[src/bmmc_pkg.sv]
// ----------------------------------------------------------------------------
// bmmc_pkg
// Shared types, memory map constants and preset tables for the banked
// memory map controller.
// ----------------------------------------------------------------------------
package bmmc_pkg;

	localparam logic [15:0] BANK_BASE  = 16'hF000;
	localparam logic [15:0] PAGE_BASE  = 16'hFF00;
	localparam logic [15:0] ROM_BYTES  = 16'd3840;
	localparam logic [15:0] KEY_COUNT  = 16'd57;
	localparam logic [7:0]  PAGE_COUNT = 8'd6;

	localparam int RAM_DEPTH = 61440;
	localparam int RAM_AW    = 16;
	localparam int AUX_DEPTH = 2048;
	localparam int AUX_AW    = 11;
	localparam int ROM_AW    = 12;
	localparam logic [AUX_AW-1:0] KEY_BASE = 11'd1536;

	localparam logic [7:0] BANK_ROM   = 8'd0;
	localparam logic [7:0] BANK_KBD   = 8'd1;
	localparam logic [7:0] BANK_AUDIO = 8'd3;
	localparam logic [7:0] BANK_CLK   = 8'd4;
	localparam logic [2:0] CLK_PAGE   = 3'd3;

	typedef enum logic [3:0] {
		ACC_NONE,
		ACC_RAM,
		ACC_AUX,
		ACC_BANK,
		ACC_ROM,
		ACC_ZERO,
		ACC_KBD,
		ACC_CLK,
		ACC_AUDIO
	} acc_kind_t;

	typedef enum logic [1:0] {
		SRC_VAL,
		SRC_HOLD,
		SRC_RAM,
		SRC_AUX
	} bus_src_t;

	typedef struct packed {
		acc_kind_t         kind;
		logic [RAM_AW-1:0] ram_idx;
		logic [AUX_AW-1:0] aux_idx;
		logic [ROM_AW-1:0] rom_idx;
		logic [2:0]        audio_idx;
	} dec_t;

	function automatic logic [7:0] rom_byte(input logic [ROM_AW-1:0] idx);
		logic [7:0] b;
		case (idx)
			12'd0:   b = 8'heb;
			12'd1:   b = 8'h0e;
			12'd2:   b = 8'h04;
			12'd3:   b = 8'hdf;
			12'd4:   b = 8'hfe;
			12'd5:   b = 8'hf1;
			12'd6:   b = 8'hdb;
			12'd7:   b = 8'h02;
			12'd8:   b = 8'h00;
			default: b = 8'h00;
		endcase
		return b;
	endfunction

	// clock handler page preset, everything else clears to zero
	function automatic logic [7:0] aux_init(input logic [AUX_AW-1:0] idx);
		logic [7:0] b;
		b = 8'h00;
		if (idx[10:8] == CLK_PAGE) begin
			case (idx[7:0])
				8'h00:   b = 8'hde;
				8'h01:   b = 8'hff;
				8'h02:   b = 8'hfe;
				8'h03:   b = 8'hdf;
				8'h04:   b = 8'hdf;
				8'hfe:   b = 8'hff;
				8'hff:   b = 8'h04;
				default: b = 8'h00;
			endcase
		end
		return b;
	endfunction

endpackage

[src/bmmc_decode.sv]
// ----------------------------------------------------------------------------
// bmmc_decode
// Address decoder: maps a bus address and the current bank select value
// onto a target and its index in the RAM, handler/key store, boot ROM or registers.
// ----------------------------------------------------------------------------
module bmmc_decode (
	input  logic [15:0]        address,
	input  logic [7:0]         bank,
	output bmmc_pkg::dec_t     dec
);

	logic [15:0] offset;
	logic [15:0] page_off;
	logic [2:0]  page_sel;

	assign offset   = address - bmmc_pkg::BANK_BASE;
	assign page_off = address - bmmc_pkg::PAGE_BASE;
	assign page_sel = bank[2:0] - 3'd1;

	always_comb begin
		dec.kind      = bmmc_pkg::ACC_NONE;
		dec.ram_idx   = address;
		dec.aux_idx   = {page_sel, page_off[7:0]};
		dec.rom_idx   = offset[bmmc_pkg::ROM_AW-1:0];
		dec.audio_idx = offset[2:0] - 3'd1;
		if (address < bmmc_pkg::BANK_BASE - 16'd1) begin
			dec.kind = bmmc_pkg::ACC_RAM;
		end else if (address == bmmc_pkg::BANK_BASE - 16'd1) begin
			dec.kind = bmmc_pkg::ACC_BANK;
		end else if (address >= bmmc_pkg::PAGE_BASE) begin
			if (bank >= 8'd1 && bank <= bmmc_pkg::PAGE_COUNT) begin
				dec.kind = bmmc_pkg::ACC_AUX;
			end
		end else begin
			case (bank)
				bmmc_pkg::BANK_ROM: begin
					if (offset < bmmc_pkg::ROM_BYTES) dec.kind = bmmc_pkg::ACC_ROM;
					else dec.kind = bmmc_pkg::ACC_ZERO;
				end
				bmmc_pkg::BANK_KBD: begin
					if (offset == 16'd0) begin
						dec.kind = bmmc_pkg::ACC_KBD;
					end else if (offset <= bmmc_pkg::KEY_COUNT) begin
						dec.kind    = bmmc_pkg::ACC_AUX;
						dec.aux_idx = bmmc_pkg::KEY_BASE
							+ {3'd0, offset[7:0] - 8'd1};
					end
				end
				bmmc_pkg::BANK_AUDIO: begin
					if (offset >= 16'd1 && offset <= 16'd5) dec.kind = bmmc_pkg::ACC_AUDIO;
				end
				bmmc_pkg::BANK_CLK: begin
					if (offset == 16'd0) dec.kind = bmmc_pkg::ACC_CLK;
				end
				default: begin
					dec.kind = bmmc_pkg::ACC_NONE;
				end
			endcase
		end
	end

endmodule

[config.mk]
export PLATFORM = sky130hd
export DESIGN_NAME = bmmc_decode
export DESIGN_NICKNAME = d
export VERILOG_FILES = /design/src/bmmc_pkg.sv /design/src/bmmc_decode.sv
export SDC_FILE = /design/constraint.sdc
export NUM_CORES = 1
export LEC_CHECK = 0
export BUFFER_PORTS_ARGS = -buffer_cell sky130_fd_sc_hd__buf_2
export CORE_MARGIN = 8
export CORE_UTILIZATION = 42
export DETAILED_ROUTE_END_ITERATION = 8
export MAX_ROUTING_LAYER = met4
export PLACE_DENSITY = 0.87
export SLEW_MARGIN = 20
export SYNTH_ARGS = -nofsm -noshare
export SYNTH_HDL_FRONTEND = slang
export SYNTH_SLANG_ARGS = --single-unit
[constraint.sdc]
create_clock -name vclk -period 3.9
set_input_delay 0.78 -clock vclk [all_inputs]
set_output_delay 0.78 -clock vclk [all_outputs]
set_load 0.1 [all_outputs]
Word level (Yosys, flattened, before mapping)
Cells that the tools add are included.
Widths: inputs -> output; s select.
Word-level totals
  bits in registers: 0
  output and inout port bits: 46
  logic and storage cells: 38
Cells by class
  add/sub/neg operators: 6
  magnitude comparators: 8
  equality and inequality tests: 4
  multiplexer cells: 16
  reductions and logical operators: 4
Operators with widths (number)
  $mux 11: 6
  $eq 16x16->1 const B: 1
  $ge 16x1->1 const B: 1
  $ge 16x16->1 const B: 1
  $le 16x3->1 const B: 1
  $le 16x6->1 const B: 1
  $logic_not 16->1: 1
  $lt 16x12->1 const B: 1
  $lt 16x16->1 const B: 1
  $mux 4: 4
  $pmux 4 s4: 1
  $sub 16x16->16 const B: 1
  $sub 8x1->8 const B: 2
  $add 10x9->11 const A: 1
  $eq 8x1->1 const B: 1
  $eq 8x2->1 const B: 1
  $eq 8x3->1 const B: 1
  $ge 8x1->1 const B: 1
  $le 8x3->1 const B: 1
  $logic_not 8->1: 1
  $mux 3: 2
  $sub 3x1->3 const B: 2
  $mux 2: 2
  $logic_and 1x1->1: 2
  $mux 1: 1

Longest topological paths before layout
Gate-level depths: netlist (run 1).
  word-level depth: 9
  mapped depth: 7
  depth with buffers taken out: 7

Least setup slack after synthesis (run 1)
OpenSTA, ideal clock, no wires.
  path kind: in2out
  start point: input port address[0]
  end point: output port dec[45] (netlist bit)
  data arrival time: 6.547 ns
  slack: -3.427 ns
  stages: 4
  buffers on the path: 0
  path through: inv_1 ha_1 nor2_1 a2111oi_0
RTL lines
  start, declared: RTL line bmmc_decode.sv:7  | input logic [15:0] address,
  end, declared: RTL line bmmc_decode.sv:9  | output bmmc_pkg::dec_t dec

==> impl_metrics.json, run 1 <==
{
  "cap_violations": 0,
  "firstDrtPassIters": 4,
  "max_stage_delay_ps": 580,
  "leakagePower_nw": 0.5799,
  "layout.nets": 180,
  "syn_area_per_cell_um2": 7.650,
  "slew_viol_final": 0,
  "grt_pass1_wl_um": 3974,
  "stdcell_count": 173,
  "yosys_warnings": 0,
  "synthDistinctLibCells": 34,
  "fmax_mhz": 276.2,
  "outcome": "finished clean",
  "cp_max_fo": 6,
  "nClkBuffers": 0,
  "critPathSlowestCell": "or4_4",
  "synth_area_um2": 803.3,
  "first_global_vias": 894,
  "drive_gt1_frac": 0.6575,
  "die_width_um": 59.73,
  "setup_tns_ps": 0,
  "powerDensity_nw_per_um2": 233.5,
  "portBuffers": 70,
  "grt_overflow": 0,
  "crit_buf_inv": 2,
  "wl_per_cell_um": 14.59,
  "min_period_over_period": 0.9284,
  "grt.total_usage": 0.1371,
  "routabilityCongestion": 0.7906,
  "diodes": 0,
  "synthToLayoutAreaGrowth_pct": 57.48,
  "post-cts-setup-buffers": 0,
  "postRouteAntennaNets": 0,
  "viasPerCell": 5.000,
  "finalSetupViolCount": 0,
  "coreArea_um2": 1882,
  "drt-total-wl_um": 2524,
  "cpLargestDelayFamily": "simple AND/OR/NAND/NOR gates",
  "die_area_um2": 3568,
  "cts_resized": 0,
  "start_util": 0.4269,
  "die_h_um": 59.73,
  "antenna_found_initial": 0,
  "design.seq.count": 0,
  "register_area_um2": 0,
  "rsz0062_at_grt": "false",
  "critical_path_class": "primary input to output port",
  "grt_max_degree": 11,
  "placed_cells": 173,
  "slew_headroom": 0.6359,
  "arrival_ps": 2840,
  "vias": 865,
  "final.min_clock_period_ps": 3621,
  "worst_slew_pin_slew_ps": 538.5,
  "cts_hold_buffers": 0,
  "drt_iter0_drc": 30,
  "hold_violations": 0,
  "start_kind": "primary input",
  "fill_cells": 174,
  "crit_start": "address[10]",
  "drc": 0,
  "syn-num-nets": 137,
  "path_cells": "buf_2 > or4_4 > nor4_4 > nand3_2 > nor4b_2 > a31o_2 > buf_12",
  "peakVddDrop_mv": 0.1758,
  "holdWs_ps": 1955,
  "hold_path.class": "primary input to output port",
  "critPathCaptureType": "output port",
  "num_io_pins": 70,
  "hp-start": "address[14]",
  "ys_seq_area_frac": 0,
  "cp.required_ps": 3120,
  "rows": 16,
  "postSynthCellCount": 105,
  "dp_hpwl_um": 2272
}
-- layer usage --
layer	up-vias	share of wire	global-route usage
met4	0	0	0
li1	422	-	-
met2	50	0.53	0.2600
met1	393	0.35	0.1470
met5	-	0	-
met3	0	0.12	0.03441
-- cells in the mapped netlist (all sizes together), types with 2 or more instances --
library cell / count / area [um^2]
nand2: 4 / 15.01
a21oi: 2 / 10.01
nor4: 4 / 55.05
xnor2: 3 / 26.28
nand4: 4 / 25.02
nor3: 4 / 41.29
ha: 8 / 100.1
nor4b: 2 / 23.77
nor2: 7 / 26.28
clkbuf: 3 / 11.26
or4: 4 / 41.29
a21boi: 2 / 15.01
nand2b: 5 / 31.28
xor2: 4 / 35.03
inv: 7 / 26.28
nand3: 3 / 20.02
buf: 28 / 210.2
-- kinds of logic (layout without fill, tap and decap cells) --
kind of cell / count (synthesis) / after routing / synth area share
fa+ha+maj: 8 / 8 / 0.1246
xor+xnor: 7 / 7 / 0.07633
simple gates: 40 / 40 / 0.3707
buf+inv: 38 / 79 / 0.3084
mux: 1 / 1 / 0.01246
compound gates: 11 / 11 / 0.1075
-- per-stage QoR --
step | worst slack (ps) | power (W) | utilization | area (um^2)
floorplan | 21.04 | 0.0002437 | - | 937.1
global placement | 317.3 | 0.0002930 | 0.6722 | 1265
detailed placement | 263.8 | 0.0002962 | 0.6722 | 1265
CTS | 260.9 | 0.0002965 | 0.6722 | 1265
global route | 172.1 | 0.0003045 | 0.6722 | 1265
finish | 279.4 | 0.0002953 | 0.6722 | 1265
-- placed cells by master, fill, tap and decap left out, drive strengths merged, types with 2 or more instances in the layout --
cell type	count
nor2	7
xnor2	3
nand2b	5
xor2	4
or4	4
a21boi	2
a21oi	2
inv	6
ha	8
buf	72
nand3	3
nor3	4
nand2	4
nor4b	2
nand4	4
nor4	4
-- worst paths after layout --
check	to	slack [ps]	depth (start not counted)
max	dec[22]	280	7
min	dec[40]	1950	2
-- final cells by class --
type	instances	area [um^2]	share of cell area
Inverter	7	30.03	0.02374
Multi-Input combinational cell	67	685.7	0.5420
Tap cell	27	33.78	0.02671
Timing Repair Buffer	72	515.5	0.4075
-- report_power, final --
group	switching (W)	internal (W)	total, W
Combinational	0.000235	0.0000599	0.000295
Sequential	0	0	0
Clock	0	0	0
Total	0.000235	0.0000599	0.000295
Note: power is estimated with default switching activity, not from simulation.
==> inputs of run 2 (changes only) <==
--- a/config.mk
+++ b/config.mk
@@ -7,10 +7,10 @@
 export LEC_CHECK = 0
 export BUFFER_PORTS_ARGS = -buffer_cell sky130_fd_sc_hd__buf_2
 export CORE_MARGIN = 8
-export CORE_UTILIZATION = 42
+export CORE_UTILIZATION = 44
 export DETAILED_ROUTE_END_ITERATION = 8
 export MAX_ROUTING_LAYER = met4
-export PLACE_DENSITY = 0.87
+export PLACE_DENSITY = 0.9
 export SLEW_MARGIN = 20
 export SYNTH_ARGS = -nofsm -noshare
 export SYNTH_HDL_FRONTEND = slang
==> run 2 against run 1 <==
Net effect:
- first-iteration DRC count down 37%
- via count shrank 0.81%
- wire length is 1.3% higher
- critical path type unchanged
==> impl_metrics.json, run 2 (synthesis results as in run 1) <==
{
  "dp_hpwl_um": 2327,
  "die_area_um2": 3449,
  "power_w": 0.0002952,
  "drive_gt1_frac": 0.6575,
  "cap_violations": 0,
  "register_area_um2": 0,
  "fmax_mhz": 275.8,
  "post-cts-setup-buffers": 0,
  "coreArea_um2": 1727,
  "fin_ws_ps": 274.2,
  "cp.required_ps": 3120,
  "start_kind": "primary input",
  "final_cell_mix": "buf_2, buf_12, ha_1",
  "grt_overflow": 0,
  "setup_tns_ps": 0,
  "outcome": "finished clean",
  "die_h_um": 58.73,
  "final.min_clock_period_ps": 3626,
  "hold_path.class": "primary input to output port",
  "drt_iter0_drc": 19,
  "antenna_found_initial": 0,
  "hold_violations": 0,
  "p_sw_frac": 0.7970,
  "vias": 858,
  "switchingPower_w": 0.0002353,
  "fin_util": 0.7312,
  "slew_viol_final": 0,
  "critical_path_class": "primary input to output port",
  "synthToLayoutAreaGrowth_pct": 57.17,
  "start_util": 0.4652,
  "grt_pass1_wl_um": 3974,
  "power_frac_seq": 0,
  "first_global_vias": 896,
  "portBuffers": 70,
  "hp-start": "address[15]",
  "rows": 15,
  "routabilityCongestion": 0.7953,
  "postRouteAntennaNets": 0,
  "cts_resized": 0,
  "whs_path_depth": 2,
  "num_io_pins": 70,
  "arrival_ps": 2850,
  "grt.total_usage": 0.1412,
  "wl_per_cell_um": 14.95,
  "fill_cells": 149,
  "slew_headroom": 0.6599,
  "grt-busiest-layer": "met2",
  "min_to": "dec[41]",
  "powerDensity_nw_per_um2": 233.8,
  "diodes": 0,
  "leakagePower_nw": 0.5799,
  "clockPowerShare": 0,
  "drt-total-wl_um": 2557,
  "cp_max_fo": 6,
  "peakVddDrop_mv": 0.1456,
  "final_common_cell": "buf_2",
  "finalSetupViolCount": 0,
  "viasPerCell": 5.018,
  "dp_slack_ps": 276.8,
  "layout.nets": 180,
  "firstDrtPassIters": 4,
  "critPathCaptureType": "output port",
  "die_width_um": 58.73,
  "rsz0062_at_grt": "false",
  "drc": 0,
  "min_period_over_period": 0.9297,
  "comb_power_share": 1.000,
  "use_met3": 0.02826,
  "worst_slew_pin_slew_ps": 503.1,
  "grt_max_degree": 11,
  "intPower_w": 0.00005993,
  "nClkBuffers": 0,
  "design.seq.count": 0,
  "globalRouteMet2Util": 0.3006,
  "cts_hold_buffers": 0,
  "grtUsageMet1": 0.1301
}
[run 2: cell type report]
| type | instances | area [um^2] | share of cell area |
|---|---|---|---|
| Inverter | 7 | 30.03 | 0.02379 |
| Multi-Input combinational cell | 67 | 685.7 | 0.5431 |
| Tap cell | 25 | 31.28 | 0.02478 |
| Timing Repair Buffer | 72 | 515.5 | 0.4083 |
[run 2: metrics by stage]
stage / instance area, um^2 / instances / hold slack, ps
CTS: 1262 / 171 / 1956
floorplan: 937.1 / 105 / 1736
global route: 1262 / 171 / 1962
finish: 1262 / 171 / 1955
detailed placement: 1262 / 171 / 1956
global placement: 1262 / 171 / 1951
[run 2: worst max-delay path: stages]
cell	delay, ps
buf_2	100
or4_4	540
nor3_4	210
nand3_2	200
nor4b_2	560
a31o_2	270
buf_12	170
[run 2: how the worst max path moves through the flow]
| stage | start | end | slack [ps] | depth (start not counted) |
|---|---|---|---|---|
| after global routing | address[1] | dec[22] | 180 | 9 |
| final | bank[7] | dec[22] | 270 | 7 |
| after floorplan | address[0] | dec[17] | 20 | 7 |
| after CTS | bank[7] | dec[22] | 280 | 7 |
| after global placement | address[10] | dec[22] | 330 | 7 |
| after detailed placement | address[10] | dec[22] | 280 | 7 |
[run 2: power by group through the flow]
stage	clock network, W	logic [W]	registers [W]
after floorplan	0	0.000244	0
after detailed placement	0	0.000296	0
final	0	0.000295	0
after CTS	0	0.000297	0
after global placement	0	0.000293	0
after global routing	0	0.000304	0
[run 2: per-layer routing]
layer	wire length, um	part of all wire
met4	0	0
met3	193	0.075
met1	842	0.33
met2	1521	0.59
met5	0	0
